===== src/hdl/cbez_pkg.sv =====
// shared widths, word types and fixed-point helpers for the bezier point evaluator
package cbez_pkg;

    localparam int COORD_WIDTH = 32;
    localparam int T_FRAC_BITS = 16;
    localparam int T_WIDTH     = T_FRAC_BITS + 1;
    // coefficient a needs 3 extra bits and b up to 12x a coordinate, so 4 bits of headroom
    localparam int COEF_WIDTH  = COORD_WIDTH + 4;
    localparam int MAG_WIDTH   = COEF_WIDTH - 1;
    localparam int PROD_WIDTH  = MAG_WIDTH + T_WIDTH;
    localparam int TSQ_WIDTH   = 2 * T_WIDTH;
    localparam int SUM_WIDTH   = COORD_WIDTH + 6;
    // register stages ahead of the output register
    localparam int PIPE_DEPTH  = 6;

    localparam logic [T_WIDTH-1:0] T_ONE = T_WIDTH'(1) << T_FRAC_BITS;

    typedef struct packed {
        logic signed [COORD_WIDTH-1:0] p0_x;
        logic signed [COORD_WIDTH-1:0] p0_y;
        logic signed [COORD_WIDTH-1:0] p1_x;
        logic signed [COORD_WIDTH-1:0] p1_y;
        logic signed [COORD_WIDTH-1:0] p2_x;
        logic signed [COORD_WIDTH-1:0] p2_y;
        logic signed [COORD_WIDTH-1:0] p3_x;
        logic signed [COORD_WIDTH-1:0] p3_y;
        logic        [T_WIDTH-1:0]     t_param;
    } t_in_word;

    typedef struct packed {
        logic signed [COORD_WIDTH-1:0] x_out;
        logic signed [COORD_WIDTH-1:0] y_out;
    } t_out_word;

    // round a 1.F by 1.F product back to 1.F, half up
    function automatic logic [T_WIDTH-1:0] t_round(input logic [TSQ_WIDTH-1:0] prod);
        logic [TSQ_WIDTH-1:0] s;
        s = prod + (TSQ_WIDTH'(1) << (T_FRAC_BITS - 1));
        return s[T_FRAC_BITS +: T_WIDTH];
    endfunction

    // magnitude of a coefficient, always below 2^MAG_WIDTH
    function automatic logic [MAG_WIDTH-1:0] coef_mag(input logic signed [COEF_WIDTH-1:0] c);
        logic [COEF_WIDTH-1:0] n;
        n = COEF_WIDTH'(0) - c;
        return c[COEF_WIDTH-1] ? n[MAG_WIDTH-1:0] : c[MAG_WIDTH-1:0];
    endfunction

    // scale a magnitude product by 2^-F, round half away from zero, reapply sign
    function automatic logic signed [COEF_WIDTH-1:0] term_round(
        input logic [PROD_WIDTH-1:0] prod,
        input logic                  neg
    );
        logic [PROD_WIDTH-1:0] s;
        logic [COEF_WIDTH-1:0] m;
        s = prod + (PROD_WIDTH'(1) << (T_FRAC_BITS - 1));
        m = s[T_FRAC_BITS +: COEF_WIDTH];
        return neg ? (COEF_WIDTH'(0) - m) : m;
    endfunction

    // clip a wide sum into the signed coordinate range
    function automatic logic signed [COORD_WIDTH-1:0] coord_sat(
        input logic signed [SUM_WIDTH-1:0] s
    );
        logic [SUM_WIDTH-COORD_WIDTH:0] top;
        top = s[SUM_WIDTH-1:COORD_WIDTH-1];
        priority if ((&top) || (~|top)) begin
            return s[COORD_WIDTH-1:0];
        end else if (s[SUM_WIDTH-1]) begin
            return {1'b1, {(COORD_WIDTH-1){1'b0}}};
        end else begin
            return {1'b0, {(COORD_WIDTH-1){1'b1}}};
        end
    endfunction

endpackage


===== src/hdl/cbez_merge.sv =====
// merge stage: saturates both lane sums and holds the output word
module cbez_merge (
    input  logic                                   i_clk,
    input  logic                                   i_rst_n,
    input  logic                                   i_en,
    input  logic                                   i_vld,
    input  logic signed [cbez_pkg::SUM_WIDTH-1:0]  i_sum_x,
    input  logic signed [cbez_pkg::SUM_WIDTH-1:0]  i_sum_y,
    output logic                                   o_valid,
    output cbez_pkg::t_out_word                    o_word
);

    logic                r_vld;
    cbez_pkg::t_out_word r_word;
    cbez_pkg::t_out_word n_word;

    always_comb begin
        n_word.x_out = cbez_pkg::coord_sat(i_sum_x);
        n_word.y_out = cbez_pkg::coord_sat(i_sum_y);
    end

    always_ff @(posedge i_clk) begin
        if (!i_rst_n) begin
            r_vld <= 1'b0;
        end else if (i_en) begin
            r_vld <= i_vld;
        end
    end

    always_ff @(posedge i_clk) begin
        if (i_en) begin
            r_word <= n_word;
        end
    end

    assign o_valid = r_vld;
    assign o_word  = r_word;

endmodule


===== config.mk =====
export PLATFORM = sky130hd
export DESIGN_NAME = cbez_merge
export DESIGN_NICKNAME = d
export VERILOG_FILES = /design/src/hdl/cbez_pkg.sv /design/src/hdl/cbez_merge.sv
export SDC_FILE = /design/constraint.sdc
export NUM_CORES = 1
export LEC_CHECK = 0
export BUFFER_PORTS_ARGS = -buffer_cell sky130_fd_sc_hd__buf_2
export CORE_ASPECT_RATIO = 1.4
export CORE_MARGIN = 2
export CORE_UTILIZATION = 40
export DETAILED_ROUTE_END_ITERATION = 10
export PLACE_DENSITY_LB_ADDON = 0.3
export RECOVER_POWER = 50
export SLEW_MARGIN = 5
export SYNTH_ARGS = -nofsm -noshare
export SYNTH_HDL_FRONTEND = slang
export SYNTH_SLANG_ARGS = --single-unit

===== constraint.sdc =====
create_clock -name i_clk -period 2.9 [get_ports i_clk]
set_clock_uncertainty 0.1 [all_clocks]
set_input_delay 0.58 -clock i_clk [delete_from_list [all_inputs] [get_ports i_clk]]
set_output_delay 0.58 -clock i_clk [all_outputs]
set_load 0.05 [all_outputs]

Yosys cells after proc, flatten, opt, wreduce, memory -nomap -nowiden
Index checks and enable logic that the tools add are counted.
{ "totals": {"out_inout_bits": 65, "regBits": 65, "elab_cells": 15, "input_bits": 80} }
{ "classes": {"reduce_logical": 8, "n_mux": 4} }
{ "op_table": {"columns": ["operator", "count"], "rows": [
  ["32-bit two-way mux", 4],
  ["7-bit AND reduction", 2],
  ["7-bit OR reduction", 2],
  ["1-bit zero test", 2],
  ["1-bit logical OR", 2]
]} }

Longest topological paths before layout
{ "logic_depth": {"depth_word": 4, "depth_mapped": 5, "ltp_nobuf": 3} }

Worst setup path before layout
Ideal clock, no wire load.
{ "synth_timing": {"path_kind": "input to register", "start": "input port i_sum_y[34] in the netlist's numbering", "end": "register r_word, in the netlist o_word[11], data pin", "slack_ns": 0.834, "stages": 4, "setup_time_ns": 0.271, "t_arrival_ns": 1.695, "cell_sequence": "or4_4 > or3_4 > buf_6 > a2bb2oi_1"} }
{ "synth_lines": {"columns": ["item", "line", "text"], "rows": [
  ["from (decl)", "cbez_merge.sv:8", "input logic signed [cbez_pkg::SUM_WIDTH-1:0] i_sum_y,"],
  ["to (signal assigned)", "cbez_merge.sv:32", "r_word <= n_word;"],
  ["to (decl)", "cbez_merge.sv:14", "cbez_pkg::t_out_word r_word;"]
]} }

Worst setup path in the final report
{ "layout_timing": {"start": "input port i_en", "end": "register r_word, in the netlist o_word[32] (enable)"} }
{ "layout_lines": {"columns": ["item", "line", "text"], "rows": [
  ["from (decl)", "cbez_merge.sv:5", "input logic i_en,"]
]} }
No word-level cell between the ends.

==> run metrics <==
first-pass GRT wire length around 12000 µm; Avg Synthesized Cell Area around 13 µm²; final hold violations 0; M1 GR Usage 0.224; yosys warns 0; final setup fails 0; commonest non-fill, non-tap cell in the layout buf_2; site row count 37; fraction of layout cells with a size suffix above 1 0.353; CTS max path bufs 2; final period utilization 0.765; failing checks max-capacitance violations, max-slew violations; gr usage total 0.177; gr busiest metal met2; routed len/inst approximately 16 µm; crit path buf inv count 2; Die Wd ~80 µm; Syn Nets 312; Nets 440; Synth Cell Area 0.00307 mm²; Placer Congestion approximately 0.72; CP Data Required Time ~2.7 ns; post-route ant nets 0; placed cells 446; largest net degree at the start of global routing 36; met3 GRT Util 0.0529; via count between 2k and 3k; fin worst setup slack 0.682 ns; Crit Path Max Fanout 35; Post-CTS Setup Bufs 0; Sink Count 65; number of hold buffers added after cts 0; CP Launch Type input pin; Initial Util 0.415; relative slew slack -0.0218; Die ar. ~0.0084 mm²; Hold WC Path Type in -> reg; vias in the first global route ~2.4k; delay-heaviest family, CP buffers and inverters; vias per cell between 5 and 6; initial antenna violation count 0; critical hold path startpoint i_rst_n; FMAX 0.451 GHz; RSZ-0062 raised after global routing no; area grow syn2layout 29.8%; drc violations 0; 1st-iter DRT viols approximately 120; final WL approximately 7500 µm; IO buf count approximately 140; fin. max-slew vios between 60 and 70; CTS-repair resized insts 0; final design utilization 0.538; Mapped Cells ~230; Power Dens Cells 612 mW/mm²; Netlist cell types 19; clk_lat worst skew approximately 0.33 ns; arrival time worst endpoint about 2.1 ns; CTS H-tree lvls 3; Crit Path Class in -> reg; Setup TNS 0 ns; most frequent cells in the layout 111 x buf_2, 64 x edfxtp_1, 51 x nor4_1, 51 x o2bb2ai_1, 38 x clkbuf_1; area of the core between 0.007 and 0.008 mm²; Worst Tran Pin Value roughly 1.5 ns; ordered cell list for the critical path clkbuf_1, dlymetal6s4s_1; Fill cells ~700; CTS root buf clkbuf_8; outcome finished, violations left; worst r2r src o_valid; post-route insts no fill 462; DR pass1 iterations 4; CP startpoint i_en; Die Y between 100 and 150 µm; flops & latches, synth 65; grt ovf 0; clock-pin slew on the worst setup and hold paths around 0.070 ns; TritonCTS clock tree built; Tmin final around 2.2 ns; post-synthesis sequential area ratio 0.632; I/O pin count between 100 and 150; Setup WS pre-CTS 0.542 ns; met2 Use GR 0.273; CP max-delay cell dlymetal6s4s_1; Worst VDD drop about 320 µV; max incr delay on CP 1.24 ns; max-cap violations 2; Crit. End Element flop; ANT cells 0; Num CTS Buffers 9; post-DP HPWL a little over 5000 µm; leakage power between 1 and 1.5 nW
path summary, 6_finish.rpt:
| check | to | cells after the start | slack, ns |
|---|---|---|---|
| worst max-delay path | o_word[32] | 2 | 0.68 |
| worst min-delay path | o_valid | 2 | 0.36 |
| worst max register to register | o_valid | 2 | 2.20 |
| worst min register to register | o_valid | 2 | 0.42 |
sequential cells by signal (all words and copies together), names as in the netlist:
signal,flops
o_valid,1
o_word,64
power by group:
part	internal (mW)	switching (mW)	leakage, nW
combinational	0.102	0.395	0.661
sequential	1.12	0.0186	0.635
clock	0.485	0.321	0.102
Yosys cell counts:
| master | instances | area [µm²] |
|---|---|---|
| edfxtp_1 | 64 | 1920 |
| nor4_1 | 51 | 319 |
| o2bb2ai_1 | 51 | 447 |
| clkbuf_1 | 28 | 105 |
| a2bb2oi_1 | 11 | 96.3 |
| nand3_1 | 11 | 55.1 |
| buf_2 | 3 | 15.0 |
| and2_1 | 2 | 12.5 |
| and4_1 | 1 | 8.76 |
| buf_6 | 1 | 11.3 |
| dfxtp_1 | 1 | 20.0 |
| mux2i_1 | 1 | 10.0 |
| nand2_1 | 1 | 3.75 |
| nand4_1 | 1 | 6.26 |
| nor2_1 | 1 | 3.75 |
| nor2b_1 | 1 | 6.26 |
| or3_4 | 1 | 11.3 |
| or4_1 | 1 | 7.51 |
| or4_4 | 1 | 11.3 |
routing by layer:
metal	wire, µm	vias up	share of wire
met2	3420	129	0.46
met5	0	-	0
li1	-	1252	-
met1	3170	1203	0.42
met4	139	0	0.019
met3	744	11	0.099
cell type report:
type | count | area [µm²] | share of cell area
Clock inverter | 3 | 65.1 | 0.0163
Sequential cell | 65 | 1940 | 0.487
Clock buffer | 13 | 139 | 0.0348
Timing Repair Buffer | 149 | 718 | 0.180
Multi-Input combinational cell | 135 | 1000 | 0.251
Tap cell | 97 | 121 | 0.0304
kinds of logic (layout without fill, tap and decap cells):
group / count (synthesis) / after routing / synth area share
DFF: 65 / 65 / 0.632
buffers and inverters: 32 / 165 / 0.0428
muxes: 1 / 1 / 0.00326
and+or+nand+nor: 72 / 72 / 0.145
AOI/OAI and AO/OA: 62 / 62 / 0.177
per-stage QoR:
step                total power [mW]  hold WS [ns]  cell area, µm²
CTS                             2.47         0.338            4040
global placement                1.66         0.393            3830
detailed placement              1.67         0.405            3830
finish                          2.44         0.360            3990
floorplan                       1.50         0.592            3070
global route                    2.52         0.375            3990
No activity file was read; power rests on OpenSTA's default activity.
