`config.mk`:
```
export PLATFORM = sky130hd
export DESIGN_NAME = cbez_tpow
export DESIGN_NICKNAME = d
export VERILOG_FILES = /design/src/hdl/cbez_pkg.sv /design/src/hdl/cbez_tpow.sv
export SDC_FILE = /design/constraint.sdc
export NUM_CORES = 1
export LEC_CHECK = 0
export BUFFER_PORTS_ARGS = -buffer_cell sky130_fd_sc_hd__buf_2
export CAP_MARGIN = 20
export CORE_UTILIZATION = 35
export DETAILED_ROUTE_END_ITERATION = 10
export PLACE_DENSITY = 0.5
export SYNTH_ARGS = -nofsm -noshare
export SYNTH_HDL_FRONTEND = slang
export SYNTH_SLANG_ARGS = --single-unit
```
`constraint.sdc`:
```
create_clock -name i_clk -period 7.9 [get_ports i_clk]
set_input_delay 0.79 -clock i_clk [delete_from_list [all_inputs] [get_ports i_clk]]
set_output_delay 0.79 -clock i_clk [all_outputs]
set_load 0.005 [all_outputs]
```
`src/hdl/cbez_pkg.sv`:
```
// shared widths, word types and fixed-point helpers for the bezier point evaluator
package cbez_pkg;

    localparam int COORD_WIDTH = 32;
    localparam int T_FRAC_BITS = 16;
    localparam int T_WIDTH     = T_FRAC_BITS + 1;
    // coefficient a needs 3 extra bits and b up to 12x a coordinate, so 4 bits of headroom
    localparam int COEF_WIDTH  = COORD_WIDTH + 4;
    localparam int MAG_WIDTH   = COEF_WIDTH - 1;
    localparam int PROD_WIDTH  = MAG_WIDTH + T_WIDTH;
    localparam int TSQ_WIDTH   = 2 * T_WIDTH;
    localparam int SUM_WIDTH   = COORD_WIDTH + 6;
    // register stages ahead of the output register
    localparam int PIPE_DEPTH  = 6;

    localparam logic [T_WIDTH-1:0] T_ONE = T_WIDTH'(1) << T_FRAC_BITS;

    typedef struct packed {
        logic signed [COORD_WIDTH-1:0] p0_x;
        logic signed [COORD_WIDTH-1:0] p0_y;
        logic signed [COORD_WIDTH-1:0] p1_x;
        logic signed [COORD_WIDTH-1:0] p1_y;
        logic signed [COORD_WIDTH-1:0] p2_x;
        logic signed [COORD_WIDTH-1:0] p2_y;
        logic signed [COORD_WIDTH-1:0] p3_x;
        logic signed [COORD_WIDTH-1:0] p3_y;
        logic        [T_WIDTH-1:0]     t_param;
    } t_in_word;

    typedef struct packed {
        logic signed [COORD_WIDTH-1:0] x_out;
        logic signed [COORD_WIDTH-1:0] y_out;
    } t_out_word;

    // round a 1.F by 1.F product back to 1.F, half up
    function automatic logic [T_WIDTH-1:0] t_round(input logic [TSQ_WIDTH-1:0] prod);
        logic [TSQ_WIDTH-1:0] s;
        s = prod + (TSQ_WIDTH'(1) << (T_FRAC_BITS - 1));
        return s[T_FRAC_BITS +: T_WIDTH];
    endfunction

    // magnitude of a coefficient, always below 2^MAG_WIDTH
    function automatic logic [MAG_WIDTH-1:0] coef_mag(input logic signed [COEF_WIDTH-1:0] c);
        logic [COEF_WIDTH-1:0] n;
        n = COEF_WIDTH'(0) - c;
        return c[COEF_WIDTH-1] ? n[MAG_WIDTH-1:0] : c[MAG_WIDTH-1:0];
    endfunction

    // scale a magnitude product by 2^-F, round half away from zero, reapply sign
    function automatic logic signed [COEF_WIDTH-1:0] term_round(
        input logic [PROD_WIDTH-1:0] prod,
        input logic                  neg
    );
        logic [PROD_WIDTH-1:0] s;
        logic [COEF_WIDTH-1:0] m;
        s = prod + (PROD_WIDTH'(1) << (T_FRAC_BITS - 1));
        m = s[T_FRAC_BITS +: COEF_WIDTH];
        return neg ? (COEF_WIDTH'(0) - m) : m;
    endfunction

    // clip a wide sum into the signed coordinate range
    function automatic logic signed [COORD_WIDTH-1:0] coord_sat(
        input logic signed [SUM_WIDTH-1:0] s
    );
        logic [SUM_WIDTH-COORD_WIDTH:0] top;
        top = s[SUM_WIDTH-1:COORD_WIDTH-1];
        priority if ((&top) || (~|top)) begin
            return s[COORD_WIDTH-1:0];
        end else if (s[SUM_WIDTH-1]) begin
            return {1'b1, {(COORD_WIDTH-1){1'b0}}};
        end else begin
            return {1'b0, {(COORD_WIDTH-1){1'b1}}};
        end
    endfunction

endpackage

```
`src/hdl/cbez_tpow.sv`:
```
// powers of the curve parameter: t, and t^2 and t^3 rounded, all in 1.F fixed point
module cbez_tpow (
    input  logic                          i_clk,
    input  logic                          i_en,
    input  logic [cbez_pkg::T_WIDTH-1:0]  i_t,
    output logic [cbez_pkg::T_WIDTH-1:0]  o_t1,
    output logic [cbez_pkg::T_WIDTH-1:0]  o_t2,
    output logic [cbez_pkg::T_WIDTH-1:0]  o_t3
);

    logic [cbez_pkg::T_WIDTH-1:0] r_t1;
    logic [cbez_pkg::T_WIDTH-1:0] r_t2;
    logic [cbez_pkg::T_WIDTH-1:0] r_t3;
    logic [cbez_pkg::T_WIDTH-1:0] n_t2;
    logic [cbez_pkg::T_WIDTH-1:0] n_t3;

    always_comb begin
        n_t2 = cbez_pkg::t_round(cbez_pkg::TSQ_WIDTH'(i_t) * cbez_pkg::TSQ_WIDTH'(i_t));
        n_t3 = cbez_pkg::t_round(cbez_pkg::TSQ_WIDTH'(r_t2) * cbez_pkg::TSQ_WIDTH'(r_t1));
    end

    // t1 and t2 line up with the coefficient stage, t3 one stage later
    always_ff @(posedge i_clk) begin
        if (i_en) begin
            r_t1 <= i_t;
            r_t2 <= n_t2;
            r_t3 <= n_t3;
        end
    end

    assign o_t1 = r_t1;
    assign o_t2 = r_t2;
    assign o_t3 = r_t3;

endmodule

```
== Yosys cells after proc, flatten, opt, wreduce, memory -nomap -nowiden ==
Index checks and enable logic that the tools add are counted.

* Add/subtract/negate cells: 2
* Multiply operators: 2
* Div/mod/pow operators: 0
* Order comparisons: 0
* Equality and inequality tests: 0
* Shift operators: 0
* Multiplexer cells: 0
* Bitwise operators: 0
* Reductions and logical operators: 0

{| class="wikitable"
|+ Operators with widths
! cell !! count
|-
| 33-bit by 16-bit adder with 33-bit output (second input constant) || 2
|-
| 17-bit by 17-bit multiplier with 33-bit output || 2
|}

* Bits in registers: 51
* Latch bits: 0
* Memory bits (writable): 0
* Memory bits (read-only): 0
* Output and inout bits: 51
* Logic and storage cells: 7
* Memories: 0

== Depth between registers and ports, before layout ==
* Word-level depth: 2
* Depth in mapped cells: 24
* Depth with buffers taken out: 22

== Worst setup path before layout ==
OpenSTA, ideal clock, no wires.

* Kind: input to register
* Start point: input i_t[14] (netlist name)
* End point: register r_t2 (netlist bit o_t2[15]), data pin
* Library setup time: 0.262 ns
* Arrival time: 5.984 ns
* Data required time: 7.638 ns
* Path slack: 1.654 ns
* Stages: 20
* Buffers on the path: 2
* Path through: clkbuf_1 -> clkbuf_1 -> nand2_1 -> fa_1 -> fa_1 -> inv_1 -> fa_1 -> fa_1 -> fa_1 -> inv_1 -> fa_1 -> inv_1 -> ha_1 -> a21oi_1 -> o21ai_1 -> nor3_2 -> a211oi_2 -> a2111oi_4 -> o21ai_1 -> xor2_1

* Cells in the longest elaborated chain, start to end: 2

{| class="wikitable"
|+ Ends and longest elaborated chain
! item !! RTL line !! source
|-
| from (decl) || cbez_tpow.sv:5 || <nowiki>input logic [cbez_pkg::T_WIDTH-1:0] i_t,</nowiki>
|-
| 17-bit by 17-bit multiplier with 33-bit output || cbez_tpow.sv:18 || <nowiki>n_t2 = cbez_pkg::t_round(cbez_pkg::TSQ_WIDTH'(i_t) * cbez_pkg::TSQ_WIDTH'(i_t));</nowiki>
|-
| 33-bit by 16-bit adder with 33-bit output || cbez_pkg.sv:38 || <nowiki>s = prod + (TSQ_WIDTH'(1) << (T_FRAC_BITS - 1));</nowiki>
|-
| via n_t2 (one bit) || cbez_tpow.sv:14 || <nowiki>logic [cbez_pkg::T_WIDTH-1:0] n_t2;</nowiki>
|-
| to (signal assigned) || cbez_tpow.sv:26 || <nowiki>r_t2 <= n_t2;</nowiki>
|-
| to (decl) || cbez_tpow.sv:12 || <nowiki>logic [cbez_pkg::T_WIDTH-1:0] r_t2;</nowiki>
|}

The timed path passes the listed nets, and every way through them passes these cells.
A chain may end at the register's enable or synchronous reset.

== Worst setup path after layout ==
* Start point: register r_t2 (netlist bit o_t2[6])
* End point: register r_t3 (netlist bit o_t3[14]), data pin

* Cells in the longest elaborated chain, start to end: 2

{| class="wikitable"
|+ Ends and longest elaborated chain
! item !! RTL line !! source
|-
| 17-bit by 17-bit multiplier with 33-bit output || cbez_tpow.sv:19 || <nowiki>n_t3 = cbez_pkg::t_round(cbez_pkg::TSQ_WIDTH'(r_t2) * cbez_pkg::TSQ_WIDTH'(r_t1));</nowiki>
|-
| 33-bit by 16-bit adder with 33-bit output || cbez_pkg.sv:38 ||
|-
| via n_t3 (one bit) || cbez_tpow.sv:15 || <nowiki>logic [cbez_pkg::T_WIDTH-1:0] n_t3;</nowiki>
|-
| to (signal assigned) || cbez_tpow.sv:27 || <nowiki>r_t3 <= n_t3;</nowiki>
|-
| to (decl) || cbez_tpow.sv:13 || <nowiki>logic [cbez_pkg::T_WIDTH-1:0] r_t3;</nowiki>
|}

The timed path passes the listed nets, and every way through them passes these cells.

==> results.toml <==
[status]
outcome = "complete, no violations"

[sta]
rsz0062_at_grt = "no"
timing.final.ws_setup_ps = 1450
max_freq_mhz = 155
drv_slew = 0
hold_viol = 0
worst_pin_slew_ps = 939
slew_headroom_pct = 37.4
period_share_pct = 81.7
finalCriticalPeriod_ps = 6450
setup_viol = 0
setup_tns_ps = 0
clock_skew_ps = 7.34

[global_routing]
grtUsageTotal_pct = 18.0
grt_pass1_vias = 14600
antenna_found_initial = 0
grt_max_degree = 52
grt_pass1_wl_um = 78500
overflow = 0

[synth]
synth_edf_count = 51
synth_area_leader_cell = "fa_1"
synth_fp_nets = 2683
synth_async_sr_flop_share_pct = 0
synth-seq-area-share_pct = 8.04
synth-warning-count = 0
synth_ff_type = "edfxtp_1"
yosysMostFrequentCell = "inv_1"
ys_ff_latch = 51
syn_area_per_cell_um2 = 9.40
netlist_area_um2 = 19000
synth_cell_types = 55
syn_inst = 2025
synth.area.top_cells = "fa_1 44%, ha_1 15%, inv_1 11%"
ys_top_cells_by_count = "541 x inv_1, 418 x fa_1, 230 x nand2_1, 221 x ha_1, 216 x and2_1"
netlist.area_leader.share_pct = 44.0

[cts]
cts-root-buf = "clkbuf_16"
ctsResizeCount = 0
insertion_delay_ps = 300
htree_levels = 2
cts.path.max_buffers = 2
cts_buffers = 5
cts_sinks = 51
cts_tree = "built"
cts.clk_slew.worst_paths_ps = 70
post_cts.repair.setup_buffers = 0
cts-hold-fix-buffers = 0

[worst_setup_path]
worstPathRequired_ps = 7950
reg2reg_slack_ps = 1450
end_kind = "flop"
cp-start-kind = "flop"
critPathMaxFanout = 18
worstSetupPathType = "reg -> reg"
arrival_ps = 6510

[final_layout]
multi_input_area_um2 = 15300
layout-drive-gt1-share_pct = 5.06
regArea_um2 = 1530
nets = 2715
diodes = 0
area_delta_synth_final_pct = 6.64
fillCellCount = 5527

[job]
cap_violations = 0

[drt]
drt-total-wl_um = 47100
drc_errors = 0
ant_nets = 0
drt_iter0_drc = 535
wire_per_inst_um = 17.1
drt_pass1_iterations = 4
num_vias = 13100
via_per_inst = 4.76

[die]
rows = 85
start_util_pct = 35.4
die_x_um = 235
die_h_um = 235
ioPinCount = 70
placeableCoreArea_um2 = 53800
die-area_um2 = 55300

[place]
routabilityCongestion = 0.826
hpwl_um = 38000
dp_worst_setup_slack_ps = 1020
portBuffers = 69

[min_path]
hold_class = "in -> reg"
==> logic make-up after synthesis <==
family,count (synthesis),synth area share (%)
DFF,51,8.04
buffers and inverters,599,11.8
and+or+nand+nor,542,14.3
AOI/OAI and AO/OA,145,5.03
adders and majority gates,639,58.5
xor gates and xnor gates,47,2.16
muxes,2,0.118
==> state kept, by name, summed over array words and instances, names as in the netlist <==
signal and flops:
o_t1 17, o_t3 17, o_t2 17
==> layout make-up <==
cell class	count	share of cell area, %
clock inverters	2	0.185
clock buffers	5	0.616
well taps	696	4.29
flip-flops and latches	51	7.54
multi-input cells	1375	75.1
inverters	541	10.0
repair buffers	83	2.22
==> per-layer routing <==
layer,global-route usage (%),up-vias,share of wire [%]
met5,0,-,0
met4,2.87,0,1.2
met3,1.47,38,2.9
met2,31.0,199,49
met1,25.0,6777,47
li1,-,6092,-
==> through the flow <==
| stage | area, µm² | util [%] | hold slack, ps | std cells |
|---|---|---|---|---|
| after floorplan | 19000 | - | 889 | 2025 |
| after global placement | 20100 | 37.4 | 1180 | 2746 |
| after detailed placement | 20100 | 37.4 | 1160 | 2746 |
| after CTS | 20300 | 37.7 | 929 | 2753 |
| after global routing | 20300 | 37.7 | 932 | 2753 |
| final | 20300 | 37.7 | 939 | 2753 |
==> cells in the final DEF, fill, tap and decap left out, types with 4 or more instances in the layout <==
| cell | instances |
|---|---|
| inv_1 | 541 |
| fa_1 | 418 |
| nand2_1 | 230 |
| ha_1 | 221 |
| and2_1 | 216 |
| buf_2 | 69 |
| edfxtp_1 | 51 |
| a21oi_1 | 49 |
| nor2_1 | 34 |
| xnor2_1 | 33 |
| a21o_1 | 26 |
| o21ai_0 | 17 |
| xor2_1 | 14 |
| nand3_1 | 14 |
| buf_4 | 14 |
| o21ai_1 | 12 |
| nor3_1 | 11 |
| nand4_1 | 7 |
| and3_1 | 6 |
| o211ai_1 | 6 |
| a31oi_1 | 5 |
| nor2b_1 | 5 |
| clkbuf_16 | 5 |
| o21a_1 | 4 |
==> final timing paths <==
check / start / end / depth (start not counted)
max: o_t2[6]$_DFFE_PP_ / o_t3[14]$_DFFE_PP_ / 18
min: i_t[16] / o_t1[16]$_DFFE_PP_ / 1
max reg2reg: o_t2[6]$_DFFE_PP_ / o_t3[14]$_DFFE_PP_ / 18
min reg2reg: o_t2[16]$_DFFE_PP_ / o_t3[16]$_DFFE_PP_ / 5
==> worst max-delay path: stages (launching register included) <==
cell	delay, ps
edfxtp_1	960
nand2_1	180
fa_1	570
inv_1	60
fa_1	490
inv_1	50
fa_1	540
inv_1	60
fa_1	470
fa_1	520
fa_1	430
ha_1	360
a21oi_1	170
nand2_1	90
nor3_1	140
nand3_1	240
a31oi_1	500
o41ai_1	160
and4b_1	210
Power is left out: the tool's default activity adds up to more than one toggle a clock period on the data nets, which glitch-free logic cannot reach.
